$ cat src/tte_pkg.sv
// Shared types and constants of the tap tempo estimator.
// Used by the channel interfaces, the interval history and the core.
package tte_pkg;

  localparam int TS_W       = 32;
  localparam int ENC_W      = 8;
  localparam int MS_W       = 11;
  localparam int DEB_W      = 10;
  localparam int GAP_W      = 12;
  localparam int STEP_W     = 7;
  localparam int SPM_W      = 8;
  localparam int TEMPO_O_W  = 15;
  localparam int DELAY_W    = 19;
  localparam int HELD_W     = 3;
  localparam int KIND_W     = 3;
  localparam int CFG_IDX_W  = 3;
  localparam int CFG_DATA_W = 12;

  localparam logic REQ_TAP = 1'b0;
  localparam logic REQ_ENC = 1'b1;

  localparam logic [KIND_W-1:0] KIND_ANCHOR  = 3'd0;
  localparam logic [KIND_W-1:0] KIND_RESTART = 3'd1;
  localparam logic [KIND_W-1:0] KIND_BOUNCE  = 3'd2;
  localparam logic [KIND_W-1:0] KIND_ACCEPT  = 3'd3;
  localparam logic [KIND_W-1:0] KIND_ENCODER = 3'd4;

  localparam logic [CFG_IDX_W-1:0] CFG_MIN_TEMPO = 3'd0;
  localparam logic [CFG_IDX_W-1:0] CFG_MAX_TEMPO = 3'd1;
  localparam logic [CFG_IDX_W-1:0] CFG_DEBOUNCE  = 3'd2;
  localparam logic [CFG_IDX_W-1:0] CFG_TIMEOUT   = 3'd3;
  localparam logic [CFG_IDX_W-1:0] CFG_ENC_STEP  = 3'd4;
  localparam logic [CFG_IDX_W-1:0] CFG_SPM       = 3'd5;

  typedef struct packed {
    logic push;
    logic clear;
  } hist_ctrl_t;

endpackage

$ cat src/tte_if.sv
// Request and response channel interfaces of the tap tempo estimator.
// Depends on tte_pkg for the field widths.
interface tte_req_if;
  import tte_pkg::*;
  logic                    valid;
  logic                    ready;
  logic                    req_type;
  logic [TS_W-1:0]         now_ms;
  logic signed [ENC_W-1:0] encoder_steps;
  modport source (output valid, req_type, now_ms, encoder_steps, input ready);
  modport sink (input valid, req_type, now_ms, encoder_steps, output ready);
endinterface

interface tte_rsp_if;
  import tte_pkg::*;
  logic                 valid;
  logic                 ready;
  logic [TEMPO_O_W-1:0] tempo_q4;
  logic [DELAY_W-1:0]   delay_samples;
  logic [HELD_W-1:0]    intervals_held;
  logic [KIND_W-1:0]    event_kind;
  modport source (output valid, tempo_q4, delay_samples, intervals_held, event_kind,
                  input ready);
  modport sink (input valid, tempo_q4, delay_samples, intervals_held, event_kind,
                output ready);
endinterface

$ cat src/tte_history.sv
// History of the most recent tap intervals with its fill count.
// Depends on tte_pkg; read by the core one entry per cycle while summing.
module tte_history #(
  parameter int DEPTH = 4
) (
  input  logic                           clk,
  input  logic                           rst,
  input  tte_pkg::hist_ctrl_t            ctrl,
  input  logic [tte_pkg::GAP_W-1:0]      push_data,
  input  logic [$clog2(DEPTH)-1:0]       rd_idx,
  output logic [tte_pkg::GAP_W-1:0]      rd_data,
  output logic [$clog2(DEPTH+1)-1:0]     count
);
  import tte_pkg::*;

  localparam int IW = $clog2(DEPTH);
  localparam int CW = $clog2(DEPTH + 1);

  logic [GAP_W-1:0] store [DEPTH];
  logic             full;

  assign full    = (count == CW'(DEPTH));
  assign rd_data = store[rd_idx];

  always_ff @(posedge clk) begin
    if (ctrl.push) begin
      if (!full) begin
        store[count[IW-1:0]] <= push_data;
      end else begin
        for (int i = 0; i < DEPTH - 1; i++) begin
          store[i] <= store[i+1];
        end
        store[DEPTH-1] <= push_data;
      end
    end
  end

  always_ff @(posedge clk) begin
    if (rst) begin
      count <= '0;
    end else if (ctrl.clear) begin
      count <= '0;
    end else if (ctrl.push && !full) begin
      count <= CW'(count + 1'b1);
    end
  end

endmodule

$ cat src/tap_tempo_estimator_core.sv
// Top level of the tap tempo estimator: configuration, sequencer and shared adder.
// Depends on tte_pkg, the channel interfaces in tte_if and tte_history.
//
// Requests arrive on req, one beat per tap or encoder turn, and each gives exactly
// one beat on rsp carrying the tempo, the delay in samples, the number of intervals
// in use and the kind of event. Configuration registers are written through cfg_we,
// cfg_idx and cfg_data; the user must write them only while no request is in flight,
// as the block does not enforce it. The interval sum, the division, clamping and both
// multiplications go through one adder/subtractor under a small sequencer: the sum
// adds the held intervals one by one, the division by the count is a restoring
// divider giving one quotient bit per cycle, clamping compares with the lower bound
// and then, unless below it, with the upper bound, and both multiplications (encoder
// step and delay in samples) are shift-and-add. An anchor, restart, bounce or zero
// encoder turn goes from classification straight to the delay multiplication, an
// encoder adjustment passes the step multiplication and clamping before it, and an
// accepted interval passes the sum, the division and clamping before it. req.ready is
// high only while the sequencer is idle, so a request is accepted only once the one
// before has reached the output register. A finished response sits there, so the next
// request is accepted while rsp is stalled; its own response waits until the register
// frees. Reset restores the register defaults, a tempo of 500 ms and an empty run.
module tap_tempo_estimator_core #(
  parameter int HISTORY_DEPTH = 4,
  parameter int FRAC_BITS     = 4
) (
  input  logic                             clk,
  input  logic                             rst,
  input  logic                             cfg_we,
  input  logic [tte_pkg::CFG_IDX_W-1:0]    cfg_idx,
  input  logic [tte_pkg::CFG_DATA_W-1:0]   cfg_data,
  tte_req_if.sink                          req,
  tte_rsp_if.source                        rsp
);
  import tte_pkg::*;

  localparam int TW  = MS_W + FRAC_BITS;
  localparam int AW  = TW + 9;
  localparam int IW  = $clog2(HISTORY_DEPTH);
  localparam int CW  = $clog2(HISTORY_DEPTH + 1);
  localparam int RW  = IW + 1;
  localparam int SW  = GAP_W + $clog2(HISTORY_DEPTH);
  localparam int DW  = SW + FRAC_BITS;
  localparam int DCW = $clog2(DW);
  localparam int MCW = $clog2(SPM_W);

  localparam logic [3:0] ST_IDLE  = 4'd0;
  localparam logic [3:0] ST_CLASS = 4'd1;
  localparam logic [3:0] ST_SUM   = 4'd2;
  localparam logic [3:0] ST_DIV   = 4'd3;
  localparam logic [3:0] ST_ENC   = 4'd4;
  localparam logic [3:0] ST_CLO   = 4'd5;
  localparam logic [3:0] ST_CHI   = 4'd6;
  localparam logic [3:0] ST_DINIT = 4'd7;
  localparam logic [3:0] ST_DLY   = 4'd8;
  localparam logic [3:0] ST_FIN   = 4'd9;

  logic [3:0]  state;
  logic [3:0]  state_next;

  logic [MS_W-1:0]   min_tempo;
  logic [MS_W-1:0]   max_tempo;
  logic [DEB_W-1:0]  debounce;
  logic [GAP_W-1:0]  timeout;
  logic [STEP_W-1:0] enc_step;
  logic [SPM_W-1:0]  spm;

  logic              awaiting;
  logic [TS_W-1:0]   last_tap;
  logic [TW-1:0]     tempo;
  logic              rsp_valid;

  logic                    type_r;
  logic [TS_W-1:0]         now_r;
  logic [TS_W-1:0]         gap_r;
  logic signed [ENC_W-1:0] steps_r;
  logic [KIND_W-1:0]       kind_r;
  logic signed [AW-1:0]    acc;
  logic signed [AW-1:0]    mcand;
  logic [SPM_W-1:0]        mplier;
  logic [MCW-1:0]          mcnt;
  logic [DW-1:0]           quo;
  logic [RW-1:0]           rem;
  logic [DCW-1:0]          dcnt;
  logic [CW-1:0]           sidx;

  logic [TEMPO_O_W-1:0] tempo_o;
  logic [DELAY_W-1:0]   delay_o;
  logic [HELD_W-1:0]    held_o;
  logic [KIND_W-1:0]    kind_o;

  logic signed [AW-1:0] alu_a;
  logic signed [AW-1:0] alu_b;
  logic                 alu_sub;
  logic signed [AW-1:0] alu_res;
  logic                 alu_neg;

  logic signed [AW-1:0] lo_bound;
  logic signed [AW-1:0] hi_bound;
  logic [AW-1:0]        acc_u;
  logic [RW-1:0]        shifted;
  logic                 qbit;
  logic [DW-1:0]        quo_next;

  logic                 req_fire;
  logic                 out_free;
  logic                 gap_timeout;
  logic                 gap_bounce;
  logic                 tap_anchor;
  logic                 tap_restart;
  logic                 tap_keep;
  logic                 enc_move;
  logic                 mul_last;
  logic                 sum_last;
  logic                 div_last;

  hist_ctrl_t           hctrl;
  logic [GAP_W-1:0]     hist_rd;
  logic [CW-1:0]        count;

  tte_history #(
    .DEPTH (HISTORY_DEPTH)
  ) u_history (
    .clk       (clk),
    .rst       (rst),
    .ctrl      (hctrl),
    .push_data (gap_r[GAP_W-1:0]),
    .rd_idx    (sidx[IW-1:0]),
    .rd_data   (hist_rd),
    .count     (count)
  );

  assign req.ready = (state == ST_IDLE);
  assign req_fire  = req.valid && req.ready;
  assign out_free  = !rsp_valid || rsp.ready;

  assign rsp.valid          = rsp_valid;
  assign rsp.tempo_q4       = tempo_o;
  assign rsp.delay_samples  = delay_o;
  assign rsp.intervals_held = held_o;
  assign rsp.event_kind     = kind_o;

  assign lo_bound = AW'(min_tempo) <<< FRAC_BITS;
  assign hi_bound = AW'(max_tempo) <<< FRAC_BITS;
  assign acc_u    = acc;

  assign gap_timeout = (|gap_r[TS_W-1:GAP_W]) || (gap_r[GAP_W-1:0] > timeout);
  assign gap_bounce  = !((|gap_r[TS_W-1:DEB_W]) || (gap_r[DEB_W-1:0] > debounce));

  assign tap_anchor  = (type_r == REQ_TAP) && awaiting;
  assign tap_restart = (type_r == REQ_TAP) && !awaiting && gap_timeout;
  assign tap_keep    = (type_r == REQ_TAP) && !awaiting && !gap_timeout && !gap_bounce;
  assign enc_move    = (type_r == REQ_ENC) && (steps_r != '0);

  assign hctrl.push  = (state == ST_CLASS) && tap_keep;
  assign hctrl.clear = (state == ST_CLASS) && (tap_anchor || tap_restart);

  assign mul_last = (mcnt == MCW'(SPM_W - 1));
  assign sum_last = (CW'(sidx + 1'b1) == count);
  assign div_last = (dcnt == DCW'(DW - 1));

  assign shifted  = {rem[RW-2:0], quo[DW-1]};

  always_comb begin
    alu_a   = acc;
    alu_b   = mcand;
    alu_sub = 1'b0;
    case (state)
      ST_SUM: begin
        alu_b = AW'(hist_rd);
      end
      ST_DIV: begin
        alu_a   = AW'(shifted);
        alu_b   = AW'(count);
        alu_sub = 1'b1;
      end
      ST_CLO: begin
        alu_b   = lo_bound;
        alu_sub = 1'b1;
      end
      ST_CHI: begin
        alu_a   = hi_bound;
        alu_b   = acc;
        alu_sub = 1'b1;
      end
      default: begin
        alu_b = mcand;
      end
    endcase
  end

  assign alu_res  = alu_sub ? (alu_a - alu_b) : (alu_a + alu_b);
  assign alu_neg  = alu_res[AW-1];
  assign qbit     = !alu_neg;
  assign quo_next = {quo[DW-2:0], qbit};

  always_comb begin
    state_next = state;
    unique case (state)
      ST_IDLE: begin
        if (req_fire) begin
          state_next = ST_CLASS;
        end
      end
      ST_CLASS: begin
        if (tap_keep) begin
          state_next = ST_SUM;
        end else if (enc_move) begin
          state_next = ST_ENC;
        end else begin
          state_next = ST_DINIT;
        end
      end
      ST_SUM: begin
        if (sum_last) begin
          state_next = ST_DIV;
        end
      end
      ST_DIV: begin
        if (div_last) begin
          state_next = ST_CLO;
        end
      end
      ST_ENC: begin
        if (mul_last) begin
          state_next = ST_CLO;
        end
      end
      ST_CLO: begin
        state_next = alu_neg ? ST_DINIT : ST_CHI;
      end
      ST_CHI: begin
        state_next = ST_DINIT;
      end
      ST_DINIT: begin
        state_next = ST_DLY;
      end
      ST_DLY: begin
        if (mul_last) begin
          state_next = ST_FIN;
        end
      end
      ST_FIN: begin
        if (out_free) begin
          state_next = ST_IDLE;
        end
      end
      default: begin
        state_next = ST_IDLE;
      end
    endcase
  end

  always_ff @(posedge clk) begin
    if (rst) begin
      state     <= ST_IDLE;
      min_tempo <= MS_W'(20);
      max_tempo <= MS_W'(2000);
      debounce  <= DEB_W'(50);
      timeout   <= GAP_W'(3000);
      enc_step  <= STEP_W'(5);
      spm       <= SPM_W'(48);
      awaiting  <= 1'b1;
      last_tap  <= '0;
      tempo     <= TW'(500) << FRAC_BITS;
      rsp_valid <= 1'b0;
    end else begin
      state <= state_next;
      if (cfg_we) begin
        case (cfg_idx)
          CFG_MIN_TEMPO: min_tempo <= cfg_data[MS_W-1:0];
          CFG_MAX_TEMPO: max_tempo <= cfg_data[MS_W-1:0];
          CFG_DEBOUNCE:  debounce  <= cfg_data[DEB_W-1:0];
          CFG_TIMEOUT:   timeout   <= cfg_data[GAP_W-1:0];
          CFG_ENC_STEP:  enc_step  <= cfg_data[STEP_W-1:0];
          CFG_SPM:       spm       <= cfg_data[SPM_W-1:0];
          default: begin
          end
        endcase
      end
      if (state == ST_CLASS) begin
        if (tap_anchor) begin
          awaiting <= 1'b0;
        end
        if (tap_anchor || tap_restart || tap_keep) begin
          last_tap <= now_r;
        end
      end
      if (state == ST_CLO && alu_neg) begin
        tempo <= lo_bound[TW-1:0];
      end
      if (state == ST_CHI) begin
        tempo <= alu_neg ? hi_bound[TW-1:0] : acc[TW-1:0];
      end
      if (state == ST_FIN && out_free) begin
        rsp_valid <= 1'b1;
      end else if (rsp.ready) begin
        rsp_valid <= 1'b0;
      end
    end
  end

  always_ff @(posedge clk) begin
    unique case (state)
      ST_IDLE: begin
        if (req_fire) begin
          type_r  <= req.req_type;
          now_r   <= req.now_ms;
          gap_r   <= req.now_ms - last_tap;
          steps_r <= req.encoder_steps;
        end
      end
      ST_CLASS: begin
        acc  <= '0;
        sidx <= '0;
        if (type_r == REQ_ENC) begin
          kind_r <= KIND_ENCODER;
          acc    <= AW'(tempo);
          mcand  <= AW'(steps_r) <<< FRAC_BITS;
          mplier <= SPM_W'(enc_step);
          mcnt   <= '0;
        end else if (awaiting) begin
          kind_r <= KIND_ANCHOR;
        end else if (gap_timeout) begin
          kind_r <= KIND_RESTART;
        end else if (gap_bounce) begin
          kind_r <= KIND_BOUNCE;
        end else begin
          kind_r <= KIND_ACCEPT;
        end
      end
      ST_SUM: begin
        acc  <= alu_res;
        sidx <= CW'(sidx + 1'b1);
        if (sum_last) begin
          quo  <= DW'(alu_res) << FRAC_BITS;
          rem  <= '0;
          dcnt <= '0;
        end
      end
      ST_DIV: begin
        quo  <= quo_next;
        rem  <= qbit ? alu_res[RW-1:0] : shifted;
        dcnt <= DCW'(dcnt + 1'b1);
        if (div_last) begin
          acc <= AW'(quo_next);
        end
      end
      ST_ENC, ST_DLY: begin
        if (mplier[0]) begin
          acc <= alu_res;
        end
        mcand  <= mcand <<< 1;
        mplier <= mplier >> 1;
        mcnt   <= MCW'(mcnt + 1'b1);
      end
      ST_DINIT: begin
        acc    <= '0;
        mcand  <= AW'(tempo);
        mplier <= spm;
        mcnt   <= '0;
      end
      ST_FIN: begin
        if (out_free) begin
          tempo_o <= TEMPO_O_W'(tempo);
          delay_o <= DELAY_W'(acc_u >> FRAC_BITS);
          held_o  <= HELD_W'(count);
          kind_o  <= kind_r;
        end
      end
      default: begin
      end
    endcase
  end

endmodule
$ cat src/flat_wrapper.sv
// flat-port wrapper written by rule: the top's interface ports become plain ports
module tap_tempo_estimator_core_flat import tte_pkg::*;
#(
  parameter int HISTORY_DEPTH = 4,
  parameter int FRAC_BITS     = 4
)
  (clk, rst, cfg_we, cfg_idx, cfg_data, req_valid, req_req_type, req_now_ms, req_encoder_steps, req_ready, rsp_valid, rsp_tempo_q4, rsp_delay_samples, rsp_intervals_held, rsp_event_kind, rsp_ready);
  tte_req_if req_i ();
  tte_rsp_if rsp_i ();
  input  logic clk;
  input  logic rst;
  input  logic cfg_we;
  input  logic [tte_pkg::CFG_IDX_W-1:0] cfg_idx;
  input  logic [tte_pkg::CFG_DATA_W-1:0] cfg_data;
  input wire logic [$bits(req_i.valid)-1:0] req_valid;
  input wire logic [$bits(req_i.req_type)-1:0] req_req_type;
  input wire logic [$bits(req_i.now_ms)-1:0] req_now_ms;
  input wire logic [$bits(req_i.encoder_steps)-1:0] req_encoder_steps;
  output wire logic [$bits(req_i.ready)-1:0] req_ready;
  output wire logic [$bits(rsp_i.valid)-1:0] rsp_valid;
  output wire logic [$bits(rsp_i.tempo_q4)-1:0] rsp_tempo_q4;
  output wire logic [$bits(rsp_i.delay_samples)-1:0] rsp_delay_samples;
  output wire logic [$bits(rsp_i.intervals_held)-1:0] rsp_intervals_held;
  output wire logic [$bits(rsp_i.event_kind)-1:0] rsp_event_kind;
  input wire logic [$bits(rsp_i.ready)-1:0] rsp_ready;
  assign req_i.valid = req_valid;
  assign req_i.req_type = req_req_type;
  assign req_i.now_ms = req_now_ms;
  assign req_i.encoder_steps = req_encoder_steps;
  assign req_ready = req_i.ready;
  assign rsp_valid = rsp_i.valid;
  assign rsp_tempo_q4 = rsp_i.tempo_q4;
  assign rsp_delay_samples = rsp_i.delay_samples;
  assign rsp_intervals_held = rsp_i.intervals_held;
  assign rsp_event_kind = rsp_i.event_kind;
  assign rsp_i.ready = rsp_ready;
  tap_tempo_estimator_core #(.HISTORY_DEPTH(HISTORY_DEPTH), .FRAC_BITS(FRAC_BITS)) u_core (.clk(clk), .rst(rst), .cfg_we(cfg_we), .cfg_idx(cfg_idx), .cfg_data(cfg_data), .req(req_i), .rsp(rsp_i));
endmodule
$ cat config.mk
export PLATFORM = sky130hd
export DESIGN_NAME = tap_tempo_estimator_core_flat
export DESIGN_NICKNAME = d
export VERILOG_FILES = /design/src/tte_pkg.sv /design/src/tte_if.sv /design/src/tte_history.sv /design/src/tap_tempo_estimator_core.sv /design/src/flat_wrapper.sv
export SDC_FILE = /design/constraint.sdc
export NUM_CORES = 1
export LEC_CHECK = 0
export BUFFER_PORTS_ARGS = -buffer_cell sky130_fd_sc_hd__buf_2
export CORE_ASPECT_RATIO = 1.25
export CORE_MARGIN = 2
export CORE_UTILIZATION = 41
export CTS_BUF_LIST = sky130_fd_sc_hd__clkbuf_16
export CTS_CLUSTER_SIZE = 8
export DETAILED_ROUTE_END_ITERATION = 8
export GPL_TIMING_DRIVEN = 0
export HOLD_SLACK_MARGIN = 0.1
export PLACE_DENSITY = 0.65
export SYNTH_ARGS = -nofsm -noshare
export SYNTH_HDL_FRONTEND = slang
export SYNTH_SLANG_ARGS = --single-unit
$ cat constraint.sdc
create_clock -name clk -period 6 [get_ports clk]
set_input_delay 0.3 -clock clk [delete_from_list [all_inputs] [get_ports clk]]
set_output_delay 0.3 -clock clk [all_outputs]
set_load 0.02 [all_outputs]
==> metrics.log, run 1 <==
INFO  metric floorplan.rows = 88
INFO  metric synth-seq-cells = 368
INFO  metric pre_cts_worst_setup_slack = -1.00 ns
INFO  metric hold_viol_final = 0
INFO  metric crit_fanout = 10
INFO  metric dominantRegCellSynth = sky130_fd_sc_hd__edfxtp_1
INFO  metric vertical_extent_of_the_die = 246 µm
INFO  metric power_density = 632 nW/µm²
INFO  metric outcome = finished, final reports clean
INFO  metric initial_utilization = 0.416
INFO  metric clk_pin_slew_worst_paths = 0.06 ns
INFO  metric worst-endpoint-arrival = 6.42 ns
INFO  metric final_antenna_net_count = 0
INFO  metric final-setup-viol-count = 0
INFO  metric ioPinCount = 103
INFO  metric netlist_area = 19200 µm²
INFO  metric placeableCoreArea = 46100 µm²
INFO  metric synth.net_count = 1951
INFO  metric critical_path_endpoint_category = flip-flop
INFO  metric yosysSeqAreaShare = 0.515
INFO  metric tightestPinTransition = between 1 and 1.5 ns
INFO  metric grt_antenna_before_repair = 0
INFO  metric final-max-slew-violation-count = 0
INFO  metric floorplan.die_area = 48600 µm²
INFO  metric drc_errors = 0
INFO  metric routed_wl = 56.6 mm
INFO  metric synth_top_cells_by_count = sky130_fd_sc_hd__edfxtp_1, sky130_fd_sc_hd__nand2_1, sky130_fd_sc_hd__nor2_1, sky130_fd_sc_hd__a21oi_1, sky130_fd_sc_hd__dfxtp_1
INFO  metric route.vias.total = 15100
INFO  metric via_per_inst = about 5.6
INFO  metric grt_pass1_wl = between 80 and 90 mm
INFO  metric startpoint_type_of_the_worst_setup_path = flip-flop
INFO  metric async_reset_ff_frac = 0
INFO  metric largest_vdd_supply_drop = 0.000386 V
INFO  metric ys_warn_count = 0
INFO  metric clock-root-buffer = sky130_fd_sc_hd__clkbuf_16
INFO  metric 1st_pass_router_iterations = 6
INFO  metric drt-initial-drc-count = approximately 1000
INFO  metric most_frequently_used_cell_type_in_the_post_synthesis_netlist = sky130_fd_sc_hd__edfxtp_1
INFO  metric synth_top_cell_area_share = 0.393
INFO  metric grt-busiest-layer = met2
INFO  metric grt_start_max_net_pins = 46
INFO  metric antenna_cells_inserted = 0
INFO  metric slew_headroom = 0.120
INFO  metric clock-sinks = between 300 and 400
INFO  metric post_route_cells_drive_above_1_share = 0.151
INFO  metric use_met1 = 0.258
INFO  metric syn_area_per_cell = between 10 and 15 µm²
INFO  metric finalCoreUtilization = 0.500
INFO  metric cts_max_path_buffers = 3
INFO  metric critPathKind = reg2reg
INFO  metric grt.overflow.total = 0
INFO  metric worst_ep_required_time = 6.50 ns
INFO  metric clock_latency = 0.60 ns
INFO  metric flow.area_growth_from_synthesis = 20.2%
INFO  metric synth-edff-count = around 250
INFO  metric vias_in_the_first_global_route = between 15000 and 20000
INFO  metric netlist-cell-type-count = 87
INFO  metric tritoncts = built
INFO  metric use_met3 = 0.0392
INFO  metric number_of_buffers_created_by_cts = 52
INFO  metric clock_skew = 0.0191 ns
INFO  metric synth_top_area_cell = sky130_fd_sc_hd__edfxtp_1
INFO  metric maxCapViolations = 0
INFO  metric groute.layer.met2.usage = 0.429
INFO  metric syn-instance-count = 1804
INFO  metric final.fill_count = 4167
INFO  metric synthTopCellsByArea = sky130_fd_sc_hd__edfxtp_1, sky130_fd_sc_hd__dfxtp_1, sky130_fd_sc_hd__ha_1
INFO  metric layout_min_cycle_time = 5.92 ns
INFO  metric io_buffers = slightly above 100
INFO  metric gr-usage-all-layers = 0.235
INFO  metric min_path_type = in2reg
INFO  metric final.period_utilization = 0.986
INFO  metric clock.fmax = 0.169 GHz
INFO  metric worst_slack = 0.0842 ns
INFO  metric layout.cell_area.non_filler = about 23000 µm²
INFO  metric final_net_count = 2194
INFO  metric setup-tns-final = 0 ns
INFO  metric cts_htree_levels = 2
INFO  metric p_leak = ~9.1 nW
INFO  metric gp_congestion = 0.974
INFO  metric die_width = 197 µm
INFO  metric post_drt_wl_per_cell = between 20 and 25 µm
INFO  metric detailed_placement_hpwl = around 42 mm
INFO  metric postPlaceCellArea = 20600 µm²
==> where the power goes <==
| group | internal, mW | leakage [nW] | switching, mW |
|---|---|---|---|
| registers | 3.69 | 3.28 | 0.437 |
| clock network | 1.58 | 0.875 | 1.11 |
| logic | 3.09 | 4.97 | 4.66 |
| total | 8.36 | 9.12 | 6.21 |
==> per-stage QoR <==
stage                     power [mW]  hold slack (ns)  std cells
after global routing            15.4            0.172       2672
after detailed placement        11.0            0.406       2496
after global placement          10.8            0.407       2490
after CTS                       14.2            0.124       2659
after floorplan                 8.94            0.399       1804
final                           14.6            0.166       2672
==> worst paths after layout <==
kind                    startpoint                        to  slack, ns  cells past startpoint
setup / recovery         flip-flop          u_core.tempo[12]       0.08                     21
hold / removal           rsp_ready          u_core.rsp.valid       0.17                      4
setup reg to reg         flip-flop          u_core.tempo[12]       0.08                     21
hold reg to reg   u_core.kind_r[2]  u_core.rsp.event_kind[2]       0.42                      0
==> flip-flops by register name (all words and copies together), names as in the netlist, 12 cells and up, named ones only <==
signal	count
u_core.acc	24
u_core.last_tap	32
u_core.rsp.delay_samples	19
u_core.quo	18
u_core.tempo	15
u_core.timeout	12
u_core.gap_r	32
u_core.mcand	24
u_core.now_r	32
u_core.rsp.tempo_q4	15
u_core.u_history.store	48
==> metal layers <==
| metal | part of all wire | routed length [µm] |
|---|---|---|
| met1 | 0.37 | 21000 |
| met2 | 0.51 | 29000 |
| met3 | 0.059 | 3320 |
| met4 | 0.057 | 3230 |
| met5 | 0 | 0 |
==> placed cells by master, fill, tap and decap left out, types with 19 or more instances in the layout <==
cell                            count
sky130_fd_sc_hd__a22oi_1           19
sky130_fd_sc_hd__clkbuf_1          61
sky130_fd_sc_hd__nor3_1            32
sky130_fd_sc_hd__xnor2_1           37
sky130_fd_sc_hd__mux2i_1           52
sky130_fd_sc_hd__mux2_2            41
sky130_fd_sc_hd__dfxtp_1          115
sky130_fd_sc_hd__buf_2            105
sky130_fd_sc_hd__ha_1              84
sky130_fd_sc_hd__buf_4             33
sky130_fd_sc_hd__clkbuf_16         53
sky130_fd_sc_hd__nand3_1           33
sky130_fd_sc_hd__o21ai_0           64
sky130_fd_sc_hd__nor2_1           135
sky130_fd_sc_hd__xor2_1            35
sky130_fd_sc_hd__o211ai_1          21
sky130_fd_sc_hd__a21oi_1          113
sky130_fd_sc_hd__and3_1            19
sky130_fd_sc_hd__inv_1            132
sky130_fd_sc_hd__nor2b_1           26
sky130_fd_sc_hd__nand2_1          217
sky130_fd_sc_hd__edfxtp_1         251
sky130_fd_sc_hd__dlygate4sd3_1     55
sky130_fd_sc_hd__a21o_1            32
==> worst max-delay path, cell delays in order (launching register included) <==
cell and delay [ns]:
sky130_fd_sc_hd__dfxtp_2 0.37, sky130_fd_sc_hd__buf_6 0.17, sky130_fd_sc_hd__mux4_1 0.70, sky130_fd_sc_hd__a222oi_1 0.51
sky130_fd_sc_hd__nand3_1 0.16, sky130_fd_sc_hd__or2_4 0.33, sky130_fd_sc_hd__nor4_4 0.23, sky130_fd_sc_hd__a21oi_1 0.14
sky130_fd_sc_hd__xor2_1 0.17, sky130_fd_sc_hd__ha_1 0.38, sky130_fd_sc_hd__buf_4 0.17, sky130_fd_sc_hd__a221o_1 0.38
sky130_fd_sc_hd__o31ai_2 0.30, sky130_fd_sc_hd__and2_4 0.21, sky130_fd_sc_hd__nor4b_4 0.25, sky130_fd_sc_hd__a311oi_4 0.07
sky130_fd_sc_hd__buf_12 0.18, sky130_fd_sc_hd__or2_2 0.27, sky130_fd_sc_hd__buf_4 0.17, sky130_fd_sc_hd__buf_4 0.19
sky130_fd_sc_hd__mux2i_1 0.14, sky130_fd_sc_hd__a221oi_1 0.30
==> what timing repair did <==
| action | in CTS | in global routing |
|---|---|---|
| pin swaps | 8 | 16 |
| buffers inserted | 16 | 14 |
| endpoints found under the setup margin | 23 | 21 |
| hold endpoints to repair | 100 | 0 |
| hold buffers | 55 | 0 |
| resized for setup | 19 | 44 |
==> cell type report <==
cell class | count | area (µm²) | share of cell area
flip-flops and latches | 368 | 9880 | 0.428
clock inverters | 41 | 195 | 0.00846
plain buffers | 83 | 367 | 0.0159
repair buffers | 192 | 1410 | 0.0610
inverters | 95 | 357 | 0.0155
clock buffers | 53 | 1330 | 0.0575
well taps | 585 | 732 | 0.0317
multi-input cells | 1255 | 8800 | 0.382
==> kinds of logic (layout without fill, tap and decap cells) <==
group / Yosys count / after routing / share of synthesized area
XOR/XNOR: 73 / 73 / 0.0343
adder cells (fa/ha/maj): 86 / 86 / 0.0569
AO/OA/AOI/OAI: 410 / 410 / 0.148
AND/OR/NAND/NOR: 581 / 581 / 0.142
buffers and inverters: 181 / 464 / 0.0371
multiplexers: 105 / 105 / 0.0672
flip-flops: 368 / 368 / 0.515
Note: power is estimated with default switching activity, not from simulation.
==> run 2: changes to the inputs <==
==> constraint.sdc (replaced) <==
create_clock -name clk -period 6 [get_ports clk]
set_input_delay 1.2 -clock clk [delete_from_list [all_inputs] [get_ports clk]]
set_output_delay 1.2 -clock clk [all_outputs]
set_load 0.02 [all_outputs]
==> run 2 against run 1 <==
  * Power is 0.30% lower
  * Setup slack better by 0.015 ns
  * Via count is 1.4% lower
  * Sequential share of layout area is 1.0 points higher
  * Fmax is 0.25% higher
  * Combinational power is 0.6% lower
  * Utilization is 1.2 points lower
  * Clock power hardly changed
  * Sequential power hardly changed
  * Cell count is 2.1% lower
  * Die area stayed put
  * Highest routed layer unchanged
  * Final area is 2.4% lower
==> metrics.log, run 2 (synthesized netlist as in run 1, its figures left out) <==
INFO  metric outcome = finished, final reports clean (unchanged)
INFO  metric crit_fanout = 10 (unchanged)
INFO  metric layout_min_cycle_time = 5.90 ns (was 5.92 ns)
INFO  metric route.vias.total = 14800 (was 15100)
INFO  metric floorplan.rows = 88 (unchanged)
INFO  metric final-setup-viol-count = 0 (unchanged)
INFO  metric pre_cts_worst_setup_slack = -1.00 ns (unchanged)
INFO  metric tightestPinTransition = 1.33 ns (was 1.32 ns)
INFO  metric gp_congestion = 0.974 (unchanged)
INFO  metric gr-usage-all-layers = 0.232 (was 0.235)
INFO  metric cts_max_path_buffers = 3 (unchanged)
INFO  metric place_inst = 2496 (unchanged)
INFO  metric 1st_pass_router_iterations = 6 (unchanged)
INFO  metric postPlaceCellArea = 20600 µm² (unchanged)
INFO  metric layout.cell_area.non_filler = 22500 µm² (was 23100 µm²)
INFO  metric cts_htree_levels = 2 (unchanged)
INFO  metric io_buffers = 101 (unchanged)
INFO  metric final_net_count = 2137 (was 2194)
INFO  metric clock.fmax = 0.169 GHz (about the same)
INFO  metric clk_pin_slew_worst_paths = 0.06 ns (about the same)
INFO  metric power = 14.5 mW (was 14.6 mW)
INFO  metric antenna_cells_inserted = 0 (unchanged)
INFO  metric drt-initial-drc-count = 1009 (was 1037)
INFO  metric final-max-slew-violation-count = 0 (unchanged)
INFO  metric startpoint_type_of_the_worst_setup_path = flip-flop (unchanged)
INFO  metric final.period_utilization = 0.984 (was 0.986)
INFO  metric worst_slack = 0.0988 ns (was 0.0842 ns)
INFO  metric grt_pass1_wl = 85.8 mm (was 86.8 mm)
INFO  metric drc_errors = 0 (unchanged)
INFO  metric ioPinCount = 103 (unchanged)
INFO  metric initial_utilization = 0.416 (unchanged)
INFO  metric die_width = 197 µm (unchanged)
INFO  metric grt.overflow.total = 0 (unchanged)
INFO  metric hold_viol_final = 0 (unchanged)
INFO  metric floorplan.die_area = 48600 µm² (unchanged)
INFO  metric placeableCoreArea = 46100 µm² (unchanged)
INFO  metric grt_antenna_before_repair = 0 (unchanged)
INFO  metric critPathKind = reg2reg (unchanged)
INFO  metric final_antenna_net_count = 0 (unchanged)
INFO  metric worst-endpoint-arrival = 6.40 ns (was 6.42 ns)
INFO  metric via_per_inst = 5.68 (was 5.64)
INFO  metric vias_in_the_first_global_route = 15100 (was 15300)
INFO  metric clock-sinks = 368 (unchanged)
INFO  metric clock_latency = 0.60 ns (about the same)
INFO  metric number_of_buffers_created_by_cts = 52 (unchanged)
INFO  metric flow.area_growth_from_synthesis = 17.3% (was 20.2%)
INFO  metric most-common-layout-cells = sky130_fd_sc_hd__edfxtp_1, sky130_fd_sc_hd__nand2_1, sky130_fd_sc_hd__nor2_1, sky130_fd_sc_hd__inv_1, sky130_fd_sc_hd__dfxtp_1 (unchanged)
INFO  metric power_density = 645 nW/µm² (was 632 nW/µm²)
INFO  metric post_route_cells_drive_above_1_share = 0.156 (was 0.151)
INFO  metric critical_path_endpoint_category = flip-flop (unchanged)
INFO  metric worst_ep_required_time = 6.50 ns (about the same)
INFO  metric post_drt_wl_per_cell = 21.4 µm (was 21.2 µm)
INFO  metric clock-root-buffer = sky130_fd_sc_hd__clkbuf_16 (unchanged)
INFO  metric registers.top_by_ff_count = u_core.u_history.store (unchanged)
INFO  metric grt_start_max_net_pins = 46 (unchanged)
INFO  metric p_leak = 8.88 nW (was 9.12 nW)
INFO  metric routed_wl = 56.1 mm (was 56.6 mm)
INFO  metric vertical_extent_of_the_die = 246 µm (unchanged)
INFO  metric min_path_type = reg2reg (was in2reg)
INFO  metric tritoncts = built (unchanged)
INFO  metric final_common_cell = sky130_fd_sc_hd__edfxtp_1 (unchanged)
INFO  metric largest_vdd_supply_drop = 0.000384 V (was 0.000386 V)
INFO  metric setup-tns-final = 0 ns (unchanged)
INFO  metric maxCapViolations = 0 (unchanged)
INFO  metric largest_register_ff_count = 48 (unchanged)
INFO  metric slew_headroom = 0.115 (was 0.120)
INFO  metric clock_skew = 0.0203 ns (was 0.0191 ns)
INFO  metric finalNonFillerCells = 2615 (was 2672)
INFO  metric detailed_placement_hpwl = 42.0 mm (unchanged)
## run 2: worst max-delay path: stages, from the launching register on
cell and delay [ns]:
sky130_fd_sc_hd__dfxtp_2 0.37, sky130_fd_sc_hd__buf_6 0.17, sky130_fd_sc_hd__buf_4 0.13, sky130_fd_sc_hd__mux4_2 0.54
sky130_fd_sc_hd__a222oi_1 0.46, sky130_fd_sc_hd__nand3_1 0.21, sky130_fd_sc_hd__or2_4 0.34, sky130_fd_sc_hd__nor4_4 0.28
sky130_fd_sc_hd__a21oi_2 0.10, sky130_fd_sc_hd__xor2_1 0.17, sky130_fd_sc_hd__ha_1 0.38, sky130_fd_sc_hd__buf_4 0.16
sky130_fd_sc_hd__a221o_1 0.38, sky130_fd_sc_hd__o31ai_2 0.29, sky130_fd_sc_hd__and2_4 0.21, sky130_fd_sc_hd__nor4b_4 0.25
sky130_fd_sc_hd__a311oi_4 0.07, sky130_fd_sc_hd__buf_12 0.18, sky130_fd_sc_hd__or2_2 0.27, sky130_fd_sc_hd__buf_4 0.18
sky130_fd_sc_hd__buf_4 0.19, sky130_fd_sc_hd__mux2i_1 0.15, sky130_fd_sc_hd__a221oi_1 0.31
## run 2: path summary, 6_finish.rpt
path,from,endpoint,slack [ns],cells past startpoint
worst max-delay path,flip-flop,u_core.tempo[12],0.1,22
worst min-delay path,u_core.kind_r[2],u_core.rsp.event_kind[2],0.42,0
worst max register to register,flip-flop,u_core.tempo[12],0.1,22
worst min register to register,u_core.kind_r[2],u_core.rsp.event_kind[2],0.42,0
## run 2: per-stage QoR
step | utilization | hold slack, ns
6_report | 0.488 | 0.417
5_1_grt | 0.488 | 0.429
4_1_cts | 0.484 | 0.418
3_5_place_dp | 0.446 | 0.406
3_3_place_gp | 0.443 | 0.407
2_1_floorplan | - | 0.400
## run 2: layer usage
layer  track usage  wire, µm  vias up  part of all wire
li1              -         -     7008                 -
met1         0.256     21200     7172              0.38
met2         0.422     28700      508              0.51
met3        0.0392      2930      160             0.052
met4         0.129      3210        0             0.057
met5             0         0        -                 0
## run 2: layout make-up
class | instances | area, µm²
flip-flops and latches | 368 | 9880
clock inverters | 41 | 195
inverters | 95 | 357
plain buffers | 82 | 364
well taps | 585 | 732
repair buffers | 136 | 848
clock buffers | 53 | 1330
fillers | 4219 | 23600
multi-input cells | 1255 | 8810
## run 2: power by group
| part | internal (mW) | switching [mW] | total [mW] |
|---|---|---|---|
| Combinational | 3.07 | 4.64 | 7.71 |
| Sequential | 3.69 | 0.441 | 4.13 |
| Clock | 1.58 | 1.11 | 2.69 |
| Total | 8.33 | 6.19 | 14.5 |
## run 2: repair_timing
action / CTS / global route
hold buffers: 0 / 0
gates resized for setup: 19 / 47
buffers inserted: 16 / 13
pin swaps: 8 / 16
endpoints found under the setup margin: 23 / 21
